**src/sv/run_length_glyph_decoder_assert.svh**
```systemverilog
// Assertion macros for the run-length glyph decoder.
// Used by the top level only; expects clk and rst_n in scope.
`ifndef RUN_LENGTH_GLYPH_DECODER_ASSERT_SVH
`define RUN_LENGTH_GLYPH_DECODER_ASSERT_SVH

// Same-cycle implication
`define RLGD_ASSERT_IMPLY(label, cond, prop, msg) \
    label: assert property (@(posedge clk) disable iff (!rst_n) (cond) |-> (prop)) \
        else $error(msg);

// Next-cycle implication
`define RLGD_ASSERT_NEXT(label, cond, prop, msg) \
    label: assert property (@(posedge clk) disable iff (!rst_n) (cond) |=> (prop)) \
        else $error(msg);

`endif

```
**src/sv/rlgd_pkg.sv**
```systemverilog
// Shared types and constants for the run-length glyph decoder.
// No dependencies.
package rlgd_pkg;

    localparam int HDR_LEN         = 5;
    localparam int INK_WIDTH_BITS  = 11;
    localparam int RUN_WIDTH_BITS  = 4;
    localparam int MAX_FIELD_BITS  = 32;
    localparam int MIN_OFFSET_BITS = 2;
    localparam int BYTE_ROUND      = 7;
    localparam int RUN_LEFT_W      = 15;

    localparam logic [1:0] OP_WRITE = 2'd0;
    localparam logic [1:0] OP_START = 2'd1;
    localparam logic [1:0] OP_STEP  = 2'd2;

    localparam logic [1:0] ST_STARTED  = 2'd0;
    localparam logic [1:0] ST_REJECTED = 2'd1;
    localparam logic [1:0] ST_PIXEL    = 2'd2;
    localparam logic [1:0] ST_IDLE     = 2'd3;

    localparam logic [2:0] FK_HDR    = 3'd0;
    localparam logic [2:0] FK_OFFSET = 3'd1;
    localparam logic [2:0] FK_COLOUR = 3'd2;
    localparam logic [2:0] FK_RCB    = 3'd3;
    localparam logic [2:0] FK_WIDTH  = 3'd4;
    localparam logic [2:0] FK_RUN    = 3'd5;

    typedef struct packed {
        logic [1:0]         opcode;
        logic [11:0]        mem_address;
        logic [7:0]         mem_byte;
        logic [7:0]         glyph_code;
        logic               with_spacing;
        logic signed [15:0] origin_x;
        logic signed [15:0] origin_y;
    } item_t;

    typedef struct packed {
        logic [1:0]         status;
        logic [11:0]        advance_width;
        logic signed [15:0] pixel_x;
        logic signed [15:0] pixel_y;
        logic               pixel_on;
        logic               final_pixel;
    } result_t;

    typedef struct packed {
        logic       capture;
        logic       write;
        logic       fetch_start;
        logic [2:0] fetch_kind;
        logic       set_ptr;
        logic       commit;
        logic [1:0] res_status;
    } cmd_t;

    typedef struct packed {
        logic fetch_done;
        logic hdr_last;
        logic reject;
        logic nbits_big;
        logic rcb_zero;
        logic active;
        logic need_run;
        logic slot_free;
    } sts_t;

endpackage

```
**src/sv/rlgd_ctrl.sv**
```systemverilog
// Sequencer for the run-length glyph decoder: walks the start and pixel steps.
// Depends on rlgd_pkg; drives rlgd_dp through cmd_t and reads sts_t.
module rlgd_ctrl
    import rlgd_pkg::*;
(
    input  logic       clk,
    input  logic       rst_n,
    input  logic       item_valid,
    input  logic [1:0] opcode,
    output logic       item_ready,
    input  sts_t       sts,
    output cmd_t       cmd
);
    localparam logic [3:0] S_IDLE   = 4'd0;
    localparam logic [3:0] S_HDR    = 4'd1;
    localparam logic [3:0] S_CHECK  = 4'd2;
    localparam logic [3:0] S_OFFSET = 4'd3;
    localparam logic [3:0] S_SETPTR = 4'd4;
    localparam logic [3:0] S_COLOUR = 4'd5;
    localparam logic [3:0] S_RCB    = 4'd6;
    localparam logic [3:0] S_WIDTH  = 4'd7;
    localparam logic [3:0] S_STEP   = 4'd8;
    localparam logic [3:0] S_RUN    = 4'd9;
    localparam logic [3:0] S_OUTW   = 4'd10;

    logic [3:0] state_reg, state_next;
    logic       wait_reg, wait_next;
    logic [1:0] res_reg, res_next;

    assign item_ready = (state_reg == S_IDLE);

    always_comb
    begin
        state_next = state_reg;
        wait_next  = wait_reg;
        res_next   = res_reg;
        cmd        = '0;
        case (state_reg)
            S_IDLE:
            begin
                if (item_valid)
                begin
                    case (opcode)
                        OP_WRITE: cmd.write = 1'b1;
                        OP_START:
                        begin
                            cmd.capture = 1'b1;
                            state_next  = S_HDR;
                        end
                        OP_STEP:
                        begin
                            cmd.capture = 1'b1;
                            state_next  = S_STEP;
                        end
                        default: ;
                    endcase
                end
            end
            S_HDR, S_OFFSET, S_COLOUR, S_RCB, S_RUN:
            begin
                if (!wait_reg)
                begin
                    cmd.fetch_start = 1'b1;
                    case (state_reg)
                        S_HDR:    cmd.fetch_kind = FK_HDR;
                        S_OFFSET: cmd.fetch_kind = FK_OFFSET;
                        S_COLOUR: cmd.fetch_kind = FK_COLOUR;
                        S_RCB:    cmd.fetch_kind = FK_RCB;
                        default:  cmd.fetch_kind = FK_RUN;
                    endcase
                    wait_next = 1'b1;
                end
                else if (sts.fetch_done)
                begin
                    wait_next = 1'b0;
                    case (state_reg)
                        S_HDR:    state_next = sts.hdr_last ? S_CHECK : S_HDR;
                        S_OFFSET: state_next = S_SETPTR;
                        S_COLOUR: state_next = S_RCB;
                        S_RCB:    state_next = S_WIDTH;
                        default:
                        begin
                            res_next   = ST_PIXEL;
                            state_next = S_OUTW;
                        end
                    endcase
                end
            end
            S_CHECK:
            begin
                if (sts.reject)
                begin
                    res_next   = ST_REJECTED;
                    state_next = S_OUTW;
                end
                else
                begin
                    state_next = sts.nbits_big ? S_SETPTR : S_OFFSET;
                end
            end
            S_SETPTR:
            begin
                cmd.set_ptr = 1'b1;
                state_next  = S_COLOUR;
            end
            S_WIDTH:
            begin
                // empty glyph: skip the ink width, it stays cleared
                if (!wait_reg && sts.rcb_zero)
                begin
                    res_next   = ST_STARTED;
                    state_next = S_OUTW;
                end
                else if (!wait_reg)
                begin
                    cmd.fetch_start = 1'b1;
                    cmd.fetch_kind  = FK_WIDTH;
                    wait_next       = 1'b1;
                end
                else if (sts.fetch_done)
                begin
                    wait_next  = 1'b0;
                    res_next   = ST_STARTED;
                    state_next = S_OUTW;
                end
            end
            S_STEP:
            begin
                if (!sts.active)
                begin
                    res_next   = ST_IDLE;
                    state_next = S_OUTW;
                end
                else if (sts.need_run)
                begin
                    state_next = S_RUN;
                end
                else
                begin
                    res_next   = ST_PIXEL;
                    state_next = S_OUTW;
                end
            end
            S_OUTW:
            begin
                if (sts.slot_free)
                begin
                    cmd.commit     = 1'b1;
                    cmd.res_status = res_reg;
                    state_next     = S_IDLE;
                end
            end
            default:
            begin
                state_next = S_IDLE;
            end
        endcase
    end

    always_ff @(posedge clk or negedge rst_n)
    begin
        if (!rst_n)
        begin
            state_reg <= S_IDLE;
            wait_reg  <= 1'b0;
            res_reg   <= ST_IDLE;
        end
        else
        begin
            state_reg <= state_next;
            wait_reg  <= wait_next;
            res_reg   <= res_next;
        end
    end

endmodule

```
**config.mk**
```make
export PLATFORM = sky130hd
export DESIGN_NAME = rlgd_ctrl
export DESIGN_NICKNAME = d
export VERILOG_FILES = /design/src/sv/run_length_glyph_decoder_assert.svh /design/src/sv/rlgd_pkg.sv /design/src/sv/rlgd_ctrl.sv
export SDC_FILE = /design/constraint.sdc
export NUM_CORES = 1
export LEC_CHECK = 0
export ABC_CLOCK_PERIOD_IN_PS = 2100
export BUFFER_PORTS_ARGS = -buffer_cell sky130_fd_sc_hd__buf_2
export CAP_MARGIN = 20
export CORE_UTILIZATION = 54
export CTS_BUF_LIST = sky130_fd_sc_hd__clkbuf_8
export DETAILED_ROUTE_END_ITERATION = 7
export PLACE_DENSITY = 0.82
export SLEW_MARGIN = 30
export SYNTH_ARGS = -nofsm -noshare
export SYNTH_HDL_FRONTEND = slang
export SYNTH_SLANG_ARGS = --single-unit
```
**constraint.sdc**
```tcl
create_clock -name clk -period 2.1 [get_ports clk]
set_input_delay 0.21 -clock clk [delete_from_list [all_inputs] [get_ports clk]]
set_output_delay 0.21 -clock clk [all_outputs]
set_load 0.05 [all_outputs]
```
==> results of run 1 <==
-- critical path: stages, from the launching register on --
cell	delay, ps
dfrtp_1	580
nor3b_2	420
a22oi_1	150
nor2_1	110
buf_2	260
-- power groups by stage --
stage	clock [mW]	combinational (mW)	sequential (mW)
final	0.201	1.20	0.403
after global routing	0.212	1.29	0.415
after CTS	0.202	1.19	0.393
after detailed placement	0	1.19	0.395
after global placement	0	1.16	0.388
after floorplan	0	1.11	0.262
-- timing repair --
item	in CTS	in global routing
endpoints found under the setup margin	0	4
hold endpoints to repair	5	0
gates resized for setup	0	1
hold buffers	1	0
-- kinds of logic after synthesis --
logic type	count (synthesis)	share of synthesized area, %
XOR/XNOR	2	1.998
flip-flops	7	20.26
multiplexers	4	4.850
AND/OR/NAND/NOR	40	29.24
AO/OA/AOI/OAI	29	28.53
buffers and inverters	16	10.84
adder cells (fa/ha/maj)	3	4.280
-- per-layer routing --
metal	wire, um	part of all wire (%)	track usage (%)	up-vias
met2	1170	51	48.00	30
met5	0	0	0	-
met4	44	1.9	13.13	0
met1	968	42	34.95	411
li1	-	-	-	418
met3	108	4.7	3.017	5
-- cell type report --
type,instances,area [um^2]
well taps,16,20.02
clock inverters,1,5.005
flip-flops and latches,7,178.9
inverters,8,30.03
clock buffers,3,41.29
fillers,118,436.7
multi-input cells,78,624.3
repair buffers,30,170.2
-- worst paths after layout --
check / start / end / slack [ps] / depth (start not counted)
max: state_reg[1] / cmd[4] / 140 / 4
min: rst_n / wait_reg / 330 / 2
max reg2reg: state_reg[2] / res_reg[1] / 250 / 5
min reg2reg: res_reg[1] / res_reg[1] / 510 / 2
max in group asynchronous: rst_n / res_reg[0] / 1540 / 2
min in group clk: sts[2] / res_reg[0] / 370 / 4
-- per-stage QoR --
| step | setup TNS [ps] | worst slack [ps] | cell area (um^2) | std cells | power, mW |
|---|---|---|---|---|---|
| floorplan | -262.4 | -131.2 | 897.1 | 101 | 1.370 |
| global placement | 0 | 306.4 | 1012 | 138 | 1.553 |
| detailed placement | 0 | 261.4 | 1012 | 138 | 1.580 |
| CTS | 0 | 7.440 | 1069 | 143 | 1.789 |
| global route | 0 | 77.39 | 1070 | 143 | 1.915 |
| finish | 0 | 137.1 | 1070 | 143 | 1.806 |
-- cells in the final DEF (no fill, tap or decap), types with 2 or more instances in the layout --
cell and instances:
o21ai_0 4, and2b_1 2, clkbuf_8 3, and3_1 2, ha_1 3, dfrtp_1 4, mux2_2 2, nor3_1 2
a21oi_1 4, buf_2 23, a21o_1 3, buf_4 6, nand2b_1 3, nor2_1 6, inv_1 8, nor3_2 4
dfstp_2 2, nand2_1 9, mux2i_1 2
==> results by group, run 1 <==
Synth
  – Synthesized area: 877.1 um^2
  – Synth Register Bits: 7
  – Syn Nets: roughly 120
  – Post-synth EDFFs: 0
  – Synth cell types: 49
  – Async SR Flop Fraction: 100.0%
  – Seq/Total Area, Yosys: 20.26%
  – Synthesized instance count: ~100
  – Synth area leader: dfrtp_1
  – Largest cells by area after synthesis: dfrtp_1 (14%), dfstp_2 (6.0%), buf_6 (5.1%), ha_1 (4.3%), nand2_1 (3.9%)
  – Most common cell in the netlist: nand2_1
  – Synth top area share: 14.27%
  – YS warnings: 0
  – Most used DFF post-synth: dfrtp_1
  – Synth top cells by count: nand2_1 (9), inv_1 (8), nor2_1 (6), nor3_1 (6), dfrtp_1 (5)
  – Synth Area per Inst: 8.684 um^2

Routing
  – Number of routed nets with antenna violations: 0
  – Final WL: 2292 um
  – Drc violations: 1
  – DR WL/cell: between 15 and 20 um
  – Via density: around 6.0
  – Via count: 864
  – First-pass DRT Iterations: 6
  – DR iter-0 viols: 34

Global routing
  – First-pass GRT wire length: 3746 um
  – Tot GR Track Use: around 28%
  – Initial antenna violation count: 0
  – Via count of the first global-routing pass: 834
  – GRT Residual Overflow: 0
  – Largest net degree at the start of global routing: 19

STA
  – Final Critical Period: 1963 ps
  – Final Hold Fails: 0
  – Max-slew violations: 0
  – Least-Margin Pin Slew: 571.1 ps
  – RSZ-0062 raised after global routing: false
  – Final period util: 93.47%
  – Final setup viols: 0
  – Fmax: 0.5095 GHz
  – Hold Slack: roughly 330 ps
  – Headroom to the max-slew limit: between 60% and 70%
  – Setup Skew: 5.924 ps

Critical path
  – Crit path DAT: approximately 1800 ps
  – Setup CP Type: register to output pin
  – Worst Setup End Kind: output pin
  – Required time worst endpoint: 1890 ps
  – Startpoint types: register
  – Worst Path Max Fanout: 16

Floorplanning
  – Site row count: 14
  – Die Wd: approximately 42 um
  – Die ar.: roughly 0.0018 mm^2
  – Core Box Area: 0.001506 mm^2
  – Chip height: 42.30 um
  – Starting Density: 58.22%
  – I/O pin count: 24

Power and ir drop
  – NetSw: 968.2 uW
  – Int Power: 838.0 uW
  – P_leak: 0.5031 nW
  – Max VDD drop: 1.117 mV
  – Switching part of the total power: between 50% and 60%
  – Clock power share: 11.1%
  – Logic pwr share: 66.5%
  – Reg power frac: 22.3%
  – Power Density: 1688 mW/mm^2

Placement
  – DP Wirelength: 1717 um
  – Port-buffer cells: 23
  – GPL Wtd Cong: 0.9369

Layout
  – Largest register FFs: 4
  – Fraction of layout cells with a size suffix above 1: 42.52%
  – Number of diodes: 0
  – Core Util, Final: a little under three quarters
  – Final net count: 144
  – P&R area growth vs syn: 21.97%

Clocking
  – Clock-pin slew on the worst setup and hold paths: 50 ps
  – Root Buffer: clkbuf_8
  – H-tree depth: 1
  – CTS tree: yes
  – Post-CTS setup buffer count: 0
  – Num Clock Sinks: 7
  – Num CTS Buffers: 3
  – Clk_lat worst skew: 240 ps
  – Max Buffers Root-to-Sink: 2

Hold path
  – Worst min path class: input pin to async pin

Run status
  – Status: finished with violations
  – Violated checks: design-rule violations

Job
  – Max Cap Viol: 0
Power figures use the tool's default switching activity.
==> run 2, diff against run 1 <==
--- a/config.mk
+++ b/config.mk
@@ -11,7 +11,7 @@
 export CORE_UTILIZATION = 54
 export CTS_BUF_LIST = sky130_fd_sc_hd__clkbuf_8
 export DETAILED_ROUTE_END_ITERATION = 7
-export PLACE_DENSITY = 0.82
+export PLACE_DENSITY = 0.84
 export SLEW_MARGIN = 30
 export SYNTH_ARGS = -nofsm -noshare
 export SYNTH_HDL_FRONTEND = slang
==> results by group, run 2 (same netlist as run 1, synthesis figures left out) <==
Run status
  – Status: completed

Routing
  – First-pass DRT Iterations: 4
  – DR WL/cell: between 10 and 15 um
  – Via count: 867
  – Drc violations: 0
  – DR iter-0 viols: 20
  – Via density: 6.149
  – Number of routed nets with antenna violations: 0
  – Final WL: 2113 um

Clocking
  – Max Buffers Root-to-Sink: 2
  – Num Clock Sinks: 7
  – Clk_lat worst skew: 230 ps
  – Num CTS Buffers: 3
  – Root Buffer: clkbuf_8
  – CTS tree: yes
  – Post-CTS setup buffer count: 0
  – Clock-pin slew on the worst setup and hold paths: 40 ps
  – H-tree depth: 1

Critical path
  – Slowest CP cell: dfrtp_1
  – FF-to-FF Start: state_reg[3]
  – Flop2flop setup slack: 220 ps
  – Crit path buffers/inverters: 1
  – Setup CP Type: register to output pin
  – RR Endpoint: state_reg[0]
  – Crit-path cells: or3b_4 -> nor3_1 -> buf_2
  – Worst reg2reg path depth: 5
  – Crit path largest cell delay: 560 ps
  – Crit path DAT: 1730 ps
  – Worst Path Max Fanout: 10
  – Worst path top cell family by delay: simple AND/OR/NAND/NOR gates
  – Worst Setup End Kind: output pin
  – Required time worst endpoint: 1890 ps
  – Startpoint types: register

STA
  – Final Critical Period: 1944 ps
  – Headroom to the max-slew limit: 62.60%
  – Least-Margin Pin Slew: around 560 ps
  – Hold Slack: between 300 and 400 ps
  – Setup WS post-layout: around 160 ps
  – RSZ-0062 raised after global routing: false
  – Setup TNS: 0 ps
  – Final Hold Fails: 0
  – Fmax: 0.5143 GHz
  – Final setup viols: 0
  – Final period util: 92.59%
  – Max-slew violations: 0
  – Setup Skew: slightly below 8 ps

Power and ir drop
  – Switching part of the total power: 53.70%
  – Logic pwr share: 64.9%
  – P_leak: 0.4937 nW
  – Clock power share: between 10% and 20%
  – Power Density: approximately 1700 mW/mm^2
  – NetSw: around 950 uW
  – Reg power frac: between 20% and 30%
  – Total Power: 1.761 mW
  – Int Power: 815.2 uW
  – Max VDD drop: between 1 and 1.5 mV

Layout
  – Largest register FFs: 4
  – Number of diodes: 0
  – P&R area growth vs syn: 20.26%
  – Commonest non-fill, non-tap cell in the layout: buf_2
  – Fraction of layout cells with a size suffix above 1: 41.60%
  – Area occupied by multi-input gates: 624.3 um^2
  – Final net count: between 100 and 150
  – Sequential cell area: 180.2 um^2
  – Most frequent cells in the layout: buf_2 (23), inv_1 (9), nand2_1 (9)
  – FILL cells: 140

Global routing
  – Initial antenna violation count: 0
  – GRT Residual Overflow: 0
  – Via count of the first global-routing pass: 810
  – Tot GR Track Use: between 20% and 30%
  – First-pass GRT wire length: 3560 um
  – Largest net degree at the start of global routing: 21

Placement
  – DP Wirelength: ~1600 um
  – Port-buffer cells: 23
  – GPL Wtd Cong: between 0.8 and 0.9
  – Placement Setup Slack: around 150 ps

Floorplanning
  – Site row count: 14
  – Die Wd: 42.30 um
  – Core Box Area: 0.001506 mm^2
  – Starting Density: 58.22%
  – Die ar.: 0.001789 mm^2
  – Chip height: 42.30 um
  – I/O pin count: 24

Hold path
  – Worst min path class: input pin to async pin

Job
  – Max Cap Viol: 0
==> run 2: changes by cell type in the layout (fill, tap and decap cells not counted) <==
| cell | change |
|---|---|
| clkinv_2 | -1 |
| dfrtp_1 | -1 |
| inv_1 | +1 |
| dfrtp_2 | +1 |
| buf_4 | -2 |
==> run 2: timing repair <==
item                       in CTS  in global routing
hold buffers                    1                  0
hold endpoints to repair        5                  0
resized for setup               0                  2
setup endpoints to repair       0                  5
==> run 2: worst reg2reg max path, cell delays in order (launching register included) <==
cell     delay [ps]
dfrtp_1         560
buf_4           250
nor4_4           70
a22o_1          280
a21oi_2         240
mux2_2          360
==> run 2: how the worst max path moves through the flow <==
stage / cells after the start / slack [ps] / endpoint / from
2_1_floorplan: 3 / -130 / cmd[0] / state_reg[2]
3_3_place_gp: 4 / 230 / state_reg[0] / state_reg[2]
3_5_place_dp: 4 / 150 / state_reg[3] / state_reg[2]
4_1_cts: 3 / 0.7 / cmd[0] / state_reg[0]
5_1_grt: 5 / 80 / cmd[7] / state_reg[1]
6_report: 3 / 160 / cmd[0] / state_reg[3]
==> run 2: final cells by class <==
class                           count  area share (%)
Multi-Input combinational cell     78           59.19
Sequential cell                     7           17.08
Timing Repair Buffer               28           14.71
Clock buffer                        3           3.915
Inverter                            8           2.847
Tap cell                           16           1.898
Clock inverter                      1          0.3559
==> run 2: metal layers <==
layer / global-route usage [%] / wire [um] / share of wire, %
met5: 0 / 0 / 0
met4: 13.75 / 73 / 3.5
met3: 4.741 / 76 / 3.6
met2: 40.31 / 1003 / 47
met1: 34.15 / 959 / 45
==> run 2: power groups by stage <==
stage	Sequential [mW]	Clock (mW)	Combinational, mW
global placement	0.412	0	1.11
global route	0.448	0.199	1.23
detailed placement	0.424	0	1.13
finish	0.431	0.187	1.14
floorplan	0.262	0	1.11
CTS	0.423	0.190	1.14
==> run 2: metrics by stage <==
stage	utilization, %	std cells	area (um^2)
CTS	69.85	141	1052
floorplan	-	101	897.1
global placement	66.20	136	997.2
detailed placement	66.20	136	997.2
finish	70.02	141	1055
global route	70.02	141	1055
